### config.mk
export PLATFORM = sky130hd
export DESIGN_NAME = swq_ctrl
export DESIGN_NICKNAME = d
export VERILOG_FILES = /design/src/hdl/swq_pkg.sv /design/src/hdl/swq_ctrl.sv
export SDC_FILE = /design/constraint.sdc
export NUM_CORES = 1
export LEC_CHECK = 0
export BUFFER_PORTS_ARGS = -buffer_cell sky130_fd_sc_hd__buf_2
export CORE_AREA = 2 2 39 41
export DETAILED_ROUTE_END_ITERATION = 10
export DIE_AREA = 0 0 41 43
export PLACE_DENSITY = 0.46
export SLEW_MARGIN = 15
export SYNTH_ARGS = -nofsm -noshare
export SYNTH_HDL_FRONTEND = slang
export SYNTH_SLANG_ARGS = --single-unit
### constraint.sdc
create_clock -name clk -period 3.4 [get_ports clk]
set_clock_uncertainty 0.15 [all_clocks]
set_input_delay 0.17 -clock clk [delete_from_list [all_inputs] [get_ports clk]]
set_output_delay 0.17 -clock clk [all_outputs]
set_load 0.01 [all_outputs]
### src/hdl/swq_pkg.sv
// Package for the semaphore wait queue table: request/status codes,
// state machine type and controller/datapath command and status structs.
// No dependencies.
package swq_pkg;

  localparam int MaxSemsDefault  = 32;
  localparam int MaxProcsDefault = 32;
  localparam int KeyWidth        = 32;
  localparam int ProcIdWidth     = 5;

  typedef enum logic [1:0] {
    REQ_BLOCK   = 2'd0,
    REQ_RELEASE = 2'd1,
    REQ_PEEK    = 2'd2,
    REQ_UNBLOCK = 2'd3
  } req_type_t;

  typedef enum logic [1:0] {
    ST_DONE     = 2'd0,
    ST_NO_DESC  = 2'd1,
    ST_NOT_FOUND = 2'd2
  } status_t;

  typedef enum logic [2:0] {
    S_IDLE,
    S_SEARCH,
    S_WALK,
    S_EXEC,
    S_OUT
  } swq_state_t;

  // Controller to datapath
  typedef struct packed {
    logic load;        // capture request
    logic scan_start;  // clear descriptor scan
    logic scan_step;   // advance descriptor scan
    logic walk_start;  // begin queue walk from head
    logic walk_step;   // advance queue walk
    logic exec;        // commit state change and build result
  } swq_cmd_t;

  // Datapath to controller
  typedef struct packed {
    logic scan_done;
    logic need_walk;
    logic walk_done;
  } swq_stat_t;

endpackage

### src/hdl/swq_ctrl.sv
// Controller for the semaphore wait queue table.
// Depends on swq_pkg.
module swq_ctrl (
  input  logic               clk,
  input  logic               rst,
  input  logic               in_valid,
  output logic               in_ready,
  output logic               out_valid,
  input  logic               out_ready,
  output swq_pkg::swq_cmd_t  cmd,
  input  swq_pkg::swq_stat_t stat
);
  import swq_pkg::*;

  swq_state_t state, state_next;

  always_ff @(posedge clk) begin
    if (rst) state <= S_IDLE;
    else     state <= state_next;
  end

  // next state
  always_comb begin
    state_next = state;
    unique case (state)
      S_IDLE:   if (in_valid) state_next = S_SEARCH;
      S_SEARCH: if (stat.scan_done) state_next = stat.need_walk ? S_WALK : S_EXEC;
      S_WALK:   if (stat.walk_done) state_next = S_EXEC;
      S_EXEC:   state_next = S_OUT;
      S_OUT:    if (out_ready) state_next = S_IDLE;
      default:  state_next = S_IDLE;
    endcase
  end

  // outputs
  always_comb begin
    cmd        = '0;
    in_ready   = 1'b0;
    out_valid  = 1'b0;
    unique case (state)
      S_IDLE: begin
        in_ready       = 1'b1;
        cmd.load       = in_valid;
        cmd.scan_start = in_valid;
      end
      S_SEARCH: begin
        cmd.scan_step  = !stat.scan_done;
        cmd.walk_start = stat.scan_done && stat.need_walk;
      end
      S_WALK:   cmd.walk_step = !stat.walk_done;
      S_EXEC:   cmd.exec = 1'b1;
      S_OUT:    out_valid = 1'b1;
      default:  ;
    endcase
  end
endmodule

After elaboration in Yosys (flattened, before gate mapping)
Cells that the tools add are included.
W data, S select, Z words.
Word-level totals
  input bits: 7
  register bits: 3
  word-level logic and storage cells: 26
  output and inout bits: 8
Cells by class
  multiplexer cells: 12
  equal/unequal tests: 8
  reduce and logical (&&, ||, !) cells: 5
Operator list (number)
  $pmux W3 S5: 1
  $mux W3: 4
  $ne A2 B2 Y1 const B: 4
  $eq A3 B2 Y1 const B: 2
  $mux W1: 5
  $mux W2: 2
  $reduce_and A4 Y1: 1
  $eq A3 B1 Y1 const B: 1
  $eq A3 B3 Y1 const B: 1
  $logic_not A3 Y1: 1
  $logic_not A1 Y1: 2
  $logic_and A1 B1 Y1: 1

Longest topological paths before layout
  depth in word-level cells: 3
  gate-level depth with buffers: 4
  depth with buffers taken out: 3

Worst setup path before layout
OpenSTA, ideal clock, no wires.
  kind: register -> output
  start: register state[0]
  end: output port cmd[5] in the netlist's numbering
  stages on the path, launching flop included: 5
  slack: 1.918 ns
  arrival time: 1.162 ns
  data required time: 3.080 ns
  buffers on the path: 2
  cell sequence: dfxtp_1 -> buf_4 -> nor3_1 -> and2_1 -> buf_4
RTL lines
  from (decl): line swq_ctrl.sv:15  | swq_state_t state, state_next;
  from (signal assigned): line swq_ctrl.sv:19  | else state <= state_next;
  to (decl): line swq_ctrl.sv:10  | output swq_pkg::swq_cmd_t cmd,

==> impl_metrics.csv <==
group,metric,value,unit
run_status,status,"complete, no violations",
die,pin_count,15,
grt,antenna_found_initial,0,
critical_path,cp.required,3080,ps
sta,max_freq,633,MHz
synth,synthTopCellsByArea,"dfxtp_1, nor3b_4, nor4b_1",
route,dr.pass1.iters,2,
synth,ys_seq_area_frac,0.255,
die,start_util,0.170,
route,drtAntennaViolNets,0,
route,drc_errors,0,
clock_network,cts_sinks,3,
route,vias,239,
synth,yosysWarnings,0,
synth,ys.flop_type,"dfxtp_1",
sta,tightest_slew,371,ps
synth,ys_types,19,
grt,met1_usage,0.0575,
grt,grt_start_max_net_pins,11,
grt,grtUsageMet3,0.0471,
finish,top_regs,"state: 3 flops",
sta,finalSetupTns,0,ps
synth,synth_cells,25,
sta,period_share,0.464,
grt,busiest_layer,"met2",
clock_network,clock_latency,230,ps
clock_network,cts_hold_buf,1,
die,die_area,1760,sq um
sta,max_slew_margin,0.752,
synth,synthSimpleGateAreaFrac,0.447,
synth,avgSynthCellArea,9.41,sq um
synth,synth_edf_count,0,
synth,async_flop_share,0,
critical_path,path_class,"flip-flop to output pin",
die,coreArea,1380,sq um
finish,area_delta_synth_final,42.6,%
clock_network,clockRootBuffer,"clkbuf_4",
synth,synth_compound_area_frac,0.122,
critical_path,cp.arrival,1260,ps
die,die_w,41,um
route,vias_per_cell,4.19,
grt,overflow,0,
power,power_density,468,nW/um^2
worst_hold_path,hold_class,"input pin to flip-flop",
clock_network,cts.repair.resized,0,
finish,top_register,"state",
critical_path,critPathLaunchType,"flip-flop",
die,rows,14,
finish,fillCellCount,163,
synth,synth_fa_ha_area_frac,0,
sta,drv_slew,0,
critical_path,end_kind,"output pin",
placed_design,io_buffers,14,
clock_network,cts_tree,"yes",
finish,multi_input_area,145,sq um
clock_network,cts_max_path_buffers,2,
finish,largest_reg_flops,3,
critical_path,crit_path_max_fanout,9,
grt,grt_first_pass_wirelength,669,um
placed_design,gp_congestion,0.670,
finish,drive_gt1_frac,0.512,
clock_network,cts_buffers,3,
synth,synthMuxAreaShare,0.0479,
clock_network,htreeDepth,1,
grt,first_global_vias,197,
synth,synth_top_family_by_area,"simple AND/OR/NAND/NOR gates",
sta,finalCriticalPeriod,1580,ps
route,drtIter0Drc,1,
grt,grtUsageMet2,0.0844,
finish,seq_area,60.1,sq um
grt,grt_use_total,0.0601,
synth,synth_top_area_frac,0.255,
finish,nNetsFinal,49,
synth,syn_nets,32,
sta,hold_violations,0,
synth,yosys.area_share.xor_xnor,0,
route,drt_wl_total,508,um
finish,n_antenna_cell,0,
sta,setup_violations,0,
power,ir_worst_vdd,0.201,mV
clock_network,clkTransAtPathRegs,40,ps
sta,rsz0062_at_grt,"no",
synth,ys_seq_elements,3,
finish,final_common_cell,"buf_2",
critical_path,r2r_slack,2150,ps
finish,utilization,0.242,
power,p_leak,0.153,nW
synth,synth_top_cell_by_area,"dfxtp_1",
clock_network,postCtsSetupRepairBufs,0,
finish,final_cell_mix,"buf_2, clkbuf_4, dfxtp_1",
die,fp.dieH,43,um
route,wire_per_inst,8.91,um
flow_run,cap_viol_max_count,0,
synth,netlist_area,235,sq um
## metal layers
layer / vias to the layer above / share of wire
met4: 0 / 0
met5: - / 0
met3: 0 / 0.16
li1: 121 / -
met2: 13 / 0.42
met1: 105 / 0.41
## worst max-delay path: stages, from the launching register on
cell	delay [ps]
dfxtp_1	470
nand2_1	110
nor4b_1	270
buf_2	170
## final timing paths
| check | start | to | cells past startpoint |
|---|---|---|---|
| max reg2reg | state[1] | state[0] | 2 |
| min | out_ready | state[2] | 4 |
| min reg2reg | state[2] | state[1] | 1 |
| max | state[0] | cmd[2] | 3 |
## logic make-up (layout without fill, tap and decap cells)
logic type / Yosys count / after routing
multiplexers: 1 / 1
AND/OR/NAND/NOR: 13 / 13
AO/OA/AOI/OAI: 4 / 4
buffers and inverters: 4 / 20
flip-flops: 3 / 3
## power by group
group	total [mW]	internal, mW	switching [mW]
combinational	0.0446	0.0239	0.0207
sequential	0.0505	0.0398	0.0107
clock	0.0619	0.0439	0.0180
total	0.157	0.108	0.0494
## cells in the mapped netlist, types with 2 or more instances
cell and number:
dfxtp_1 3, buf_4 2, nand2b_1 2, nor2_1 2, nor4b_1 2
## stage by stage
step	area (sq um)	power, mW	hold WS (ps)	std cells	worst slack (ps)
floorplan	235	0.0853	90.3	25	1920
global route	335	0.171	106	57	1650
finish	335	0.157	94.2	57	1820
global placement	299	0.0958	239	52	2070
CTS	335	0.161	94.4	57	1800
detailed placement	299	0.0951	243	52	2060
## cell type report
cell class                 count  share of cell area
inverter                       1              0.0112
timing repair buffer          15               0.239
sequential                     3               0.179
tap                           16              0.0597
clock buffer                   4              0.0784
multi-input combinational     18               0.433
Note: power is estimated with default switching activity, not from simulation.
