[config.mk]
export PLATFORM = sky130hd
export DESIGN_NAME = swq_dp
export DESIGN_NICKNAME = d
export VERILOG_FILES = /design/src/hdl/swq_pkg.sv /design/src/hdl/swq_dp.sv
export SDC_FILE = /design/constraint.sdc
export NUM_CORES = 2
export LEC_CHECK = 0
export ABC_AREA = 1
export BUFFER_PORTS_ARGS = -buffer_cell sky130_fd_sc_hd__clkbuf_2
export CAP_MARGIN = 25
export CELL_PAD_IN_SITES_DETAIL_PLACEMENT = 0
export CELL_PAD_IN_SITES_GLOBAL_PLACEMENT = 1
export CORE_MARGIN = 2
export CORE_UTILIZATION = 30
export CTS_CLUSTER_DIAMETER = 200
export DETAILED_ROUTE_END_ITERATION = 10
export PLACE_DENSITY = 0.55
export SLEW_MARGIN = 30
export SYNTH_ARGS = -nofsm -noshare
export SYNTH_HDL_FRONTEND = slang
export SYNTH_SLANG_ARGS = --single-unit
[constraint.sdc]
create_clock -name clk -period 4.52 [get_ports clk]
set_input_delay 0.904 -clock clk [delete_from_list [all_inputs] [get_ports clk]]
set_output_delay 0.904 -clock clk [all_outputs]
set_load 0.1 [all_outputs]
[src/hdl/swq_pkg.sv]
// Package for the semaphore wait queue table: request/status codes,
// state machine type and controller/datapath command and status structs.
// No dependencies.
package swq_pkg;

  localparam int MaxSemsDefault  = 32;
  localparam int MaxProcsDefault = 32;
  localparam int KeyWidth        = 32;
  localparam int ProcIdWidth     = 5;

  typedef enum logic [1:0] {
    REQ_BLOCK   = 2'd0,
    REQ_RELEASE = 2'd1,
    REQ_PEEK    = 2'd2,
    REQ_UNBLOCK = 2'd3
  } req_type_t;

  typedef enum logic [1:0] {
    ST_DONE     = 2'd0,
    ST_NO_DESC  = 2'd1,
    ST_NOT_FOUND = 2'd2
  } status_t;

  typedef enum logic [2:0] {
    S_IDLE,
    S_SEARCH,
    S_WALK,
    S_EXEC,
    S_OUT
  } swq_state_t;

  // Controller to datapath
  typedef struct packed {
    logic load;        // capture request
    logic scan_start;  // clear descriptor scan
    logic scan_step;   // advance descriptor scan
    logic walk_start;  // begin queue walk from head
    logic walk_step;   // advance queue walk
    logic exec;        // commit state change and build result
  } swq_cmd_t;

  // Datapath to controller
  typedef struct packed {
    logic scan_done;
    logic need_walk;
    logic walk_done;
  } swq_stat_t;

endpackage

[src/hdl/swq_dp.sv]
// Datapath: descriptor and process tables, sequential key scan and
// queue walk, commit logic and result register. Depends on swq_pkg.
module swq_dp #(
  parameter int MAX_SEMS  = swq_pkg::MaxSemsDefault,
  parameter int MAX_PROCS = swq_pkg::MaxProcsDefault
) (
  input  logic                             clk,
  input  logic                             rst,
  input  swq_pkg::swq_cmd_t                cmd,
  output swq_pkg::swq_stat_t               stat,
  input  logic [1:0]                       req_type,
  input  logic [swq_pkg::KeyWidth-1:0]     sem_key,
  input  logic [swq_pkg::ProcIdWidth-1:0]  proc_id,
  output swq_pkg::status_t                 status,
  output logic [swq_pkg::ProcIdWidth-1:0]  proc_out,
  output logic                             proc_valid
);
  import swq_pkg::*;

  localparam int SW = (MAX_SEMS > 1) ? $clog2(MAX_SEMS) : 1;
  localparam int PW = (MAX_PROCS > 1) ? $clog2(MAX_PROCS) : 1;
  localparam int SCW = $clog2(MAX_SEMS + 1);
  localparam int PCW = $clog2(MAX_PROCS + 1);

  // tables; in_use and blocked-valid are flops cleared at reset
  logic [MAX_SEMS-1:0]        desc_in_use;
  logic [KeyWidth-1:0]        desc_key  [MAX_SEMS];
  logic [PW-1:0]              desc_head [MAX_SEMS];
  logic [PW-1:0]              desc_tail [MAX_SEMS];
  logic [PW-1:0]              proc_next [MAX_PROCS];
  logic [MAX_PROCS-1:0]       proc_last;      // process is end of queue
  logic [MAX_PROCS-1:0]       proc_blk;       // process is blocked
  logic [SW-1:0]              proc_sem  [MAX_PROCS];

  // captured request
  req_type_t                  req;
  logic [KeyWidth-1:0]        key;
  logic [ProcIdWidth-1:0]     pid;
  logic                       pid_ok;
  logic [PW-1:0]              p;

  // scan state
  logic [SCW-1:0]             scan;
  logic                       found;
  logic [SW-1:0]              fd;
  logic                       have_free;
  logic [SW-1:0]              free_d;

  // walk state
  logic [PW-1:0]              cur;
  logic [PCW-1:0]             wcnt;
  logic                       wfound;

  logic [SW-1:0]              sidx;
  logic [SW-1:0]              ud;        // descriptor used by the operation
  logic                       u_ok;
  logic [PW-1:0]              tgt;       // process to unlink
  logic                       is_head;

  assign p    = PW'(pid);
  assign sidx = scan[SW-1:0];

  // descriptor of this request: key match, or blocked-on for unblock
  always_comb begin
    if (req == REQ_UNBLOCK) begin
      ud   = proc_sem[p];
      u_ok = pid_ok && proc_blk[p] && desc_in_use[proc_sem[p]];
    end else begin
      ud   = fd;
      u_ok = found;
    end
  end

  assign tgt     = (req == REQ_UNBLOCK) ? p : desc_head[ud];
  assign is_head = desc_head[ud] == tgt;

  assign stat.scan_done = (req == REQ_UNBLOCK) || (scan == SCW'(MAX_SEMS));
  assign stat.need_walk = (req == REQ_UNBLOCK) && u_ok && !is_head;
  assign stat.walk_done = wfound || proc_last[cur] || (wcnt == PCW'(MAX_PROCS));

  // request capture, scan and walk
  always_ff @(posedge clk) begin
    if (cmd.load) begin
      req    <= req_type_t'(req_type);
      key    <= sem_key;
      pid    <= proc_id;
      pid_ok <= 32'(proc_id) < MAX_PROCS;
    end
    if (cmd.scan_start) begin
      scan      <= '0;
      found     <= 1'b0;
      have_free <= 1'b0;
    end else if (cmd.scan_step) begin
      scan <= scan + SCW'(1);
      if (desc_in_use[sidx] && desc_key[sidx] == key && !found) begin
        found <= 1'b1;
        fd    <= sidx;
      end
      if (!desc_in_use[sidx] && !have_free) begin
        have_free <= 1'b1;
        free_d    <= sidx;
      end
    end
    if (cmd.walk_start) begin
      cur    <= desc_head[ud];
      wcnt   <= '0;
      wfound <= 1'b0;
    end else if (cmd.walk_step) begin
      wcnt <= wcnt + PCW'(1);
      if (proc_next[cur] == tgt) wfound <= 1'b1;
      else                       cur <= proc_next[cur];
    end
  end

  // commit
  always_ff @(posedge clk) begin
    if (rst) begin
      desc_in_use <= '0;
      proc_blk    <= '0;
    end else if (cmd.exec) begin
      status     <= ST_NOT_FOUND;
      proc_out   <= '0;
      proc_valid <= 1'b0;
      unique case (req)
        REQ_BLOCK: begin
          if (pid_ok && !proc_blk[p]) begin
            if (found) begin
              proc_next[desc_tail[fd]] <= p;
              proc_last[desc_tail[fd]] <= 1'b0;
              desc_tail[fd] <= p;
              proc_sem[p]   <= fd;
              proc_next[p]  <= p;
              proc_last[p]  <= 1'b1;
              proc_blk[p]   <= 1'b1;
              status        <= ST_DONE;
            end else if (have_free) begin
              desc_in_use[free_d] <= 1'b1;
              desc_key[free_d]    <= key;
              desc_head[free_d]   <= p;
              desc_tail[free_d]   <= p;
              proc_sem[p]  <= free_d;
              proc_next[p] <= p;
              proc_last[p] <= 1'b1;
              proc_blk[p]  <= 1'b1;
              status       <= ST_DONE;
            end else begin
              status <= ST_NO_DESC;
            end
          end
        end
        REQ_RELEASE, REQ_PEEK, REQ_UNBLOCK: begin
          if (u_ok) begin
            status <= ST_DONE;
            if (req != REQ_UNBLOCK) begin
              proc_out   <= ProcIdWidth'(desc_head[ud]);
              proc_valid <= 1'b1;
            end
            if (req != REQ_PEEK) begin
              proc_blk[tgt] <= 1'b0;
              if (is_head) begin
                desc_head[ud] <= proc_next[tgt];
                if (proc_last[tgt]) desc_in_use[ud] <= 1'b0;
              end else if (wfound) begin
                proc_next[cur] <= proc_next[tgt];
                proc_last[cur] <= proc_last[tgt];
                if (desc_tail[ud] == tgt) desc_tail[ud] <= cur;
              end
            end
          end
        end
        default: ;
      endcase
    end
  end
endmodule

Yosys cells after proc, flatten, opt, wreduce, memory -nomap -nowiden
Memories as Yosys holds them, arrays and structs flattened. A register that Yosys moved wholly into a read port is not among the register bits. Index checks and enable logic that the tools add are counted.

Add/sub/neg operators: 2. Magnitude comparators: 14. Equal/unequal tests: 22. Muxes and demuxes: 113. Bitwise logic cells: 14. Reductions and logical operators: 39.

Operators by type and width (number): 32-bit 2-to-1 mux (19); 32-bit case mux with 2 select lines (3); 32-bit OR (4); 5-bit 2-to-1 mux (20); 32-bit bitwise AND (3); 32-bit inverter (3); 1-bit 2-to-1 mux (56); 5-bit by 6-bit less-than comparator with 1-bit output (second input constant) (8); 32-bit bitwise mux (1); 32-bit == test (1); 1-bit demux with 5-bit select (6); 5-bit by 1-bit >= comparator with 1-bit output (second input constant) (6); 1-bit binary-select mux with 5-bit select (5); 2-bit != test (second input constant) (12); 5-bit OR reduction (4); 8-bit AND reduction (2); 5-bit == test (3); 6-bit by 1-bit adder with 6-bit output (second input constant) (2); 6-bit == test (second input constant) (2); 1-bit logical AND (12); 2-bit AND reduction (6); 3-bit AND reduction (3); 1-bit zero test (5); 5-bit AND reduction (1); 11 further kinds (17).

Register bits after elaboration: 173. Bits in writable memories: 1664. Input bits: 47. Output and inout port bits: 11. Logic and storage cells: 226. Memories kept: 5.

Memories: desc_key (words 32, bits a word 32, rd ports 1, clocked after memory_dff 1, write ports 1, RTL line swq_dp.sv:27) `logic [KeyWidth-1:0] desc_key [MAX_SEMS];`; desc_head (words 32, bits a word 5, rd ports 1, clocked after memory_dff 0, write ports 1, RTL line swq_dp.sv:28) `logic [PW-1:0] desc_head [MAX_SEMS];`; desc_tail (words 32, bits a word 5, rd ports 2, clocked after memory_dff 1, write ports 1, RTL line swq_dp.sv:29) `logic [PW-1:0] desc_tail [MAX_SEMS];`; proc_next (words 32, bits a word 5, rd ports 2, clocked after memory_dff 1, write ports 2, RTL line swq_dp.sv:30) `logic [PW-1:0] proc_next [MAX_PROCS];`; proc_sem (words 32, bits a word 5, rd ports 1, clocked after memory_dff 1, write ports 1, RTL line swq_dp.sv:33) `logic [SW-1:0] proc_sem [MAX_PROCS];`.

Longest topological paths before layout
An unclocked memory read counts as a cell.

Depth in word-level cells: 16. Gate-level depth with buffers: 36. Mapped depth without buffers: 33.

Worst setup path before layout
Ideal clock, no wire load.

Path kind: flip-flop to flip-flop. Start point: register (tool-made name). End point: memory desc_tail[0][0] (netlist name), data pin. Library setup time: 0.454 ns. Data arrival time: 4.283 ns. Data required time: 4.066 ns. Slack: -0.217 ns. Stages on the path, launching flop included: 29. Buffers on the path: 7. Period minus slack after synthesis: 4.737 ns. Path through: dfxtp_1 > buf_4 > buf_6 > or2_0 > nand3_1 > nand2_1 > nand2_1 > nand3_1 > nand3_1 > nand2_1 > o21a_1 > buf_2 > buf_6 > buf_2 > o21ai_1 > nand2_1 > nand2_1 > nand2_1 > nor2_1 > nand2_2 > nand2_1 > nand3_1 > nor2_1 > nand3_2 > nand3_2 > nor2_1 > buf_4 > buf_2 > o21ai_0.

RTL lines (RTL line): end, declared (swq_dp.sv:29).

==> metrics.md <==
| Metric | Value |
|---|---|
| Run status | `complete, but fails checks` |
| Violated checks | `setup timing` |
| Residual antenna-violating net count after detailed routing | `0` |
| Fraction of final layout cells sized beyond drive strength 1 | `16.34%` |
| DRC violation count after routing | `0` |
| Floorplan Core Area | `272900 µm²` |
| Gate Count Post-Synth | `7716` |
| First drt pass iteration count | `5` |
| Number of flip-flops and latches in the synthesized netlist | `1857` |
| Predominant post-synthesis flop cell | `edfxtp_1` |
| Via count of the first global-routing pass | `60.40k` |
| Port Buffers | `57` |
| Hold violation count in the final report | `0` |
| Wire length of the first global-routing pass | `436400 µm` |
| Seq/Total Area, Yosys | `66.69%` |
| Synthesized area divided by synthesized cell count | `10.64 µm²` |
| Area post-placement | `92720 µm²` |
| Finished Layout Cells | `12.02k` |
| Worst-case clock skew | `98.33 ps` |
| Total overflow reported by the global router | `0` |
| Post-DP HPWL | `189800 µm` |
| Hold Path Class | `in2reg` |
| Vias after detailed routing | `62.79k` |
| Placed Cells incl. Taps | `11.57k` |
| Crit path kind | `reg2out` |
| Gp weighted congestion | `0.8593` |
| Count of flip-flops with a built-in enable after synthesis | `1758` |
| Vias per inst | `5.223` |
| Cell type contributing the most total cell area after synthesis | `edfxtp_1` |
| Area share of the leading cell type in the synthesized netlist | `64.27%` |
| Largest stage delay on the critical path | `380 ps` |
| H-Tree Level Count | `4` |
| Clock Path Buffers | `4` |
| Synthesized cell area | `82140 µm²` |
| Worst slack, placed | `-693.7 ps` |
| Number of CTS-inserted buffers | `211` |
| Max frequency | `185.9 MHz` |
| Min Clock Period, post-route | `5380 ps` |
| Initial Util | `30.10%` |
| Area added between synthesis and finish | `23.30%` |
| Transition at the pin with the smallest max-transition slack | `974.4 ps` |
| Clk slew on worst S/H paths | `60 ps` |
| CTS tree | `done` |
| Rel. slew slack | `34.22%` |
| Number of filler instances in the final layout | `26.80k` |
| Net total in the final layout | `8307` |
| Worst path slowest cell | `dfxtp_4` |
| Worst Setup Start Kind | `flop` |
| Synthesized Nets | `7767` |
| Power per unit of standard cell area | `429.7 nW/µm²` |
| Post-synth top cells | `edfxtp_1 (1758), nand2_1 (1419), nor2_1 (1156)` |
| Largest fanout of any net on the critical path | `7` |
| Arrival time worst endpoint | `4480 ps` |
| Die Wd | `527.2 µm` |
| Vert. Die Dim | `527.2 µm` |
| Io pins | `58` |
| Maximum number of pins on one net before global-route repair | `118` |
| Final worst-path cycle share | `119.0%` |
| Max-capacitance violation count | `0` |
| Overall routed net length | `305500 µm` |
| Number of setup violations in the final report | `1058` |
| Leakage power total | `0.03605 µW` |
| GRT Total Usage | `21.27%` |
| Avg WL per Cell | `25.41 µm` |
| Main area contributors after synthesis | `edfxtp_1 (64%), nand2_1 (6.5%), o21ai_0 (5.4%)` |
| Die Outline Area | `278000 µm²` |
| Library cells used by synthesis | `54` |
| Number of clock sinks | `1857` |
| Setup slack of the critical path after layout | `-859.7 ps` |
| Setup repair after global routing missed its margin | `yes` |
| Final Instance Area | `101300 µm²` |
| Async set or reset register ratio after synthesis | `0%` |
| Data required time of the critical path | `3620 ps` |
| Cell at the root of the clock tree | `clkbuf_16` |
| Worst vdd rail ir drop | `0.0003524 V` |
| Rows | `192` |
| Insertion delay to the later sink of the worst-skew pair | `910 ps` |
| DRT iter0 DRCs | `6898` |
| Initial antenna violation count | `16` |
| Crit path capture type | `primary output` |
| Library cell with the highest instance count after synthesis | `edfxtp_1` |
| Post-CTS Hold Buffers | `0` |
| Count of pins over their slew limit | `0` |
| Warning count from the yosys run | `0` |
-- per-layer routing --
metal	GRT usage [%]	routed length (µm)
met5	0	37
met4	6.216	8856
met3	2.646	20050
met2	34.19	141700
met1	29.96	134800
-- cells by family after synthesis --
family          synth area share, %
compound gates                12.75
xor+xnor                     0.1813
fa+ha+maj                   0.06094
buf+inv                       4.780
flops                         66.69
simple gates                  15.54
-- final timing paths --
check | from | end | slack, ps | cells past startpoint
setup reg to reg | flop | desc_tail[19][0]$_DFFE_PP_ | -700 | 35
hold reg to reg | proc_blk[20]$_SDFFE_PP0P_ | proc_blk[20]$_SDFFE_PP0P_ | 480 | 2
hold / removal | sem_key[5] | key[5]$_DFFE_PP_ | 170 | 1
setup / recovery | flop | stat[1] | -860 | 32
-- worst max-delay path, delay by kind of cell (launching register included) --
kind            cells  cell delay (ps)
buf+inv            11             1390
compound gates      1              120
simple gates       20             1710
flops               1              380
-- layout make-up --
type                    instances  area [µm²]  area share, %
flip-flops and latches       1857       54800          54.11
multi-input cells            4913       24310          24.00
repair buffers                819        8995          8.882
clock buffers                 263        5600          5.530
well taps                    3589        4491          4.434
inverters                     454        1755          1.733
clock inverters               117        1305          1.289
diodes                          9       22.52        0.02224
-- report_power, final --
part / switching, µW / leakage (µW) / internal [µW]
clock network: 7240 / 0.00334 / 10200
registers: 182 / 0.0166 / 19000
logic: 4690 / 0.0161 / 2190
-- registers in the layout, indices dropped and copies added (netlist names), 5 cells and up, named ones only --
register and cells:
p 5, cur 5, free_d 5, proc_out 5, proc_sem 160, key 32, desc_key 1024, fd 5
proc_blk 32, desc_in_use 32, desc_head 160, proc_last 32, desc_tail 160, proc_next 160, wcnt 6, scan 6
-- layout by cell type, fill, tap and decap left out, types with 54 or more instances in the layout --
cell	count
dfxtp_1	91
o211ai_1	102
o21ai_1	105
nor2_4	60
o221ai_1	229
buf_4	520
nand3_1	377
nand2_2	68
a21oi_1	230
buf_12	195
nor2_1	1099
edfxtp_1	1758
nand2_1	1361
clkbuf_2	54
clkinv_1	54
clkbuf_16	226
o21ai_0	856
o22ai_1	68
inv_1	421
-- per-stage QoR --
stage | power, µW | hold WS [ps] | utilization (%) | setup TNS, ps
after floorplan | 22920 | 452.1 | - | -34750
after global placement | 26040 | 461.6 | 33.96 | -476970
after detailed placement | 26040 | 470.8 | 33.98 | -490640
after CTS | 43640 | 97.73 | 36.78 | -336540
after global routing | 44970 | 143.7 | 37.10 | -660890
final | 43520 | 167.9 | 37.11 | -417380
-- timing repair --
| item | 4_1_cts | 5_1_grt |
|---|---|---|
| gates cloned | 9 | 12 |
| setup buffers | 22 | 18 |
| pin swaps | 21 | 61 |
| gates resized for setup | 101 | 122 |
| endpoints found under the setup margin | 1057 | 1075 |
Note: power is estimated with default switching activity, not from simulation.
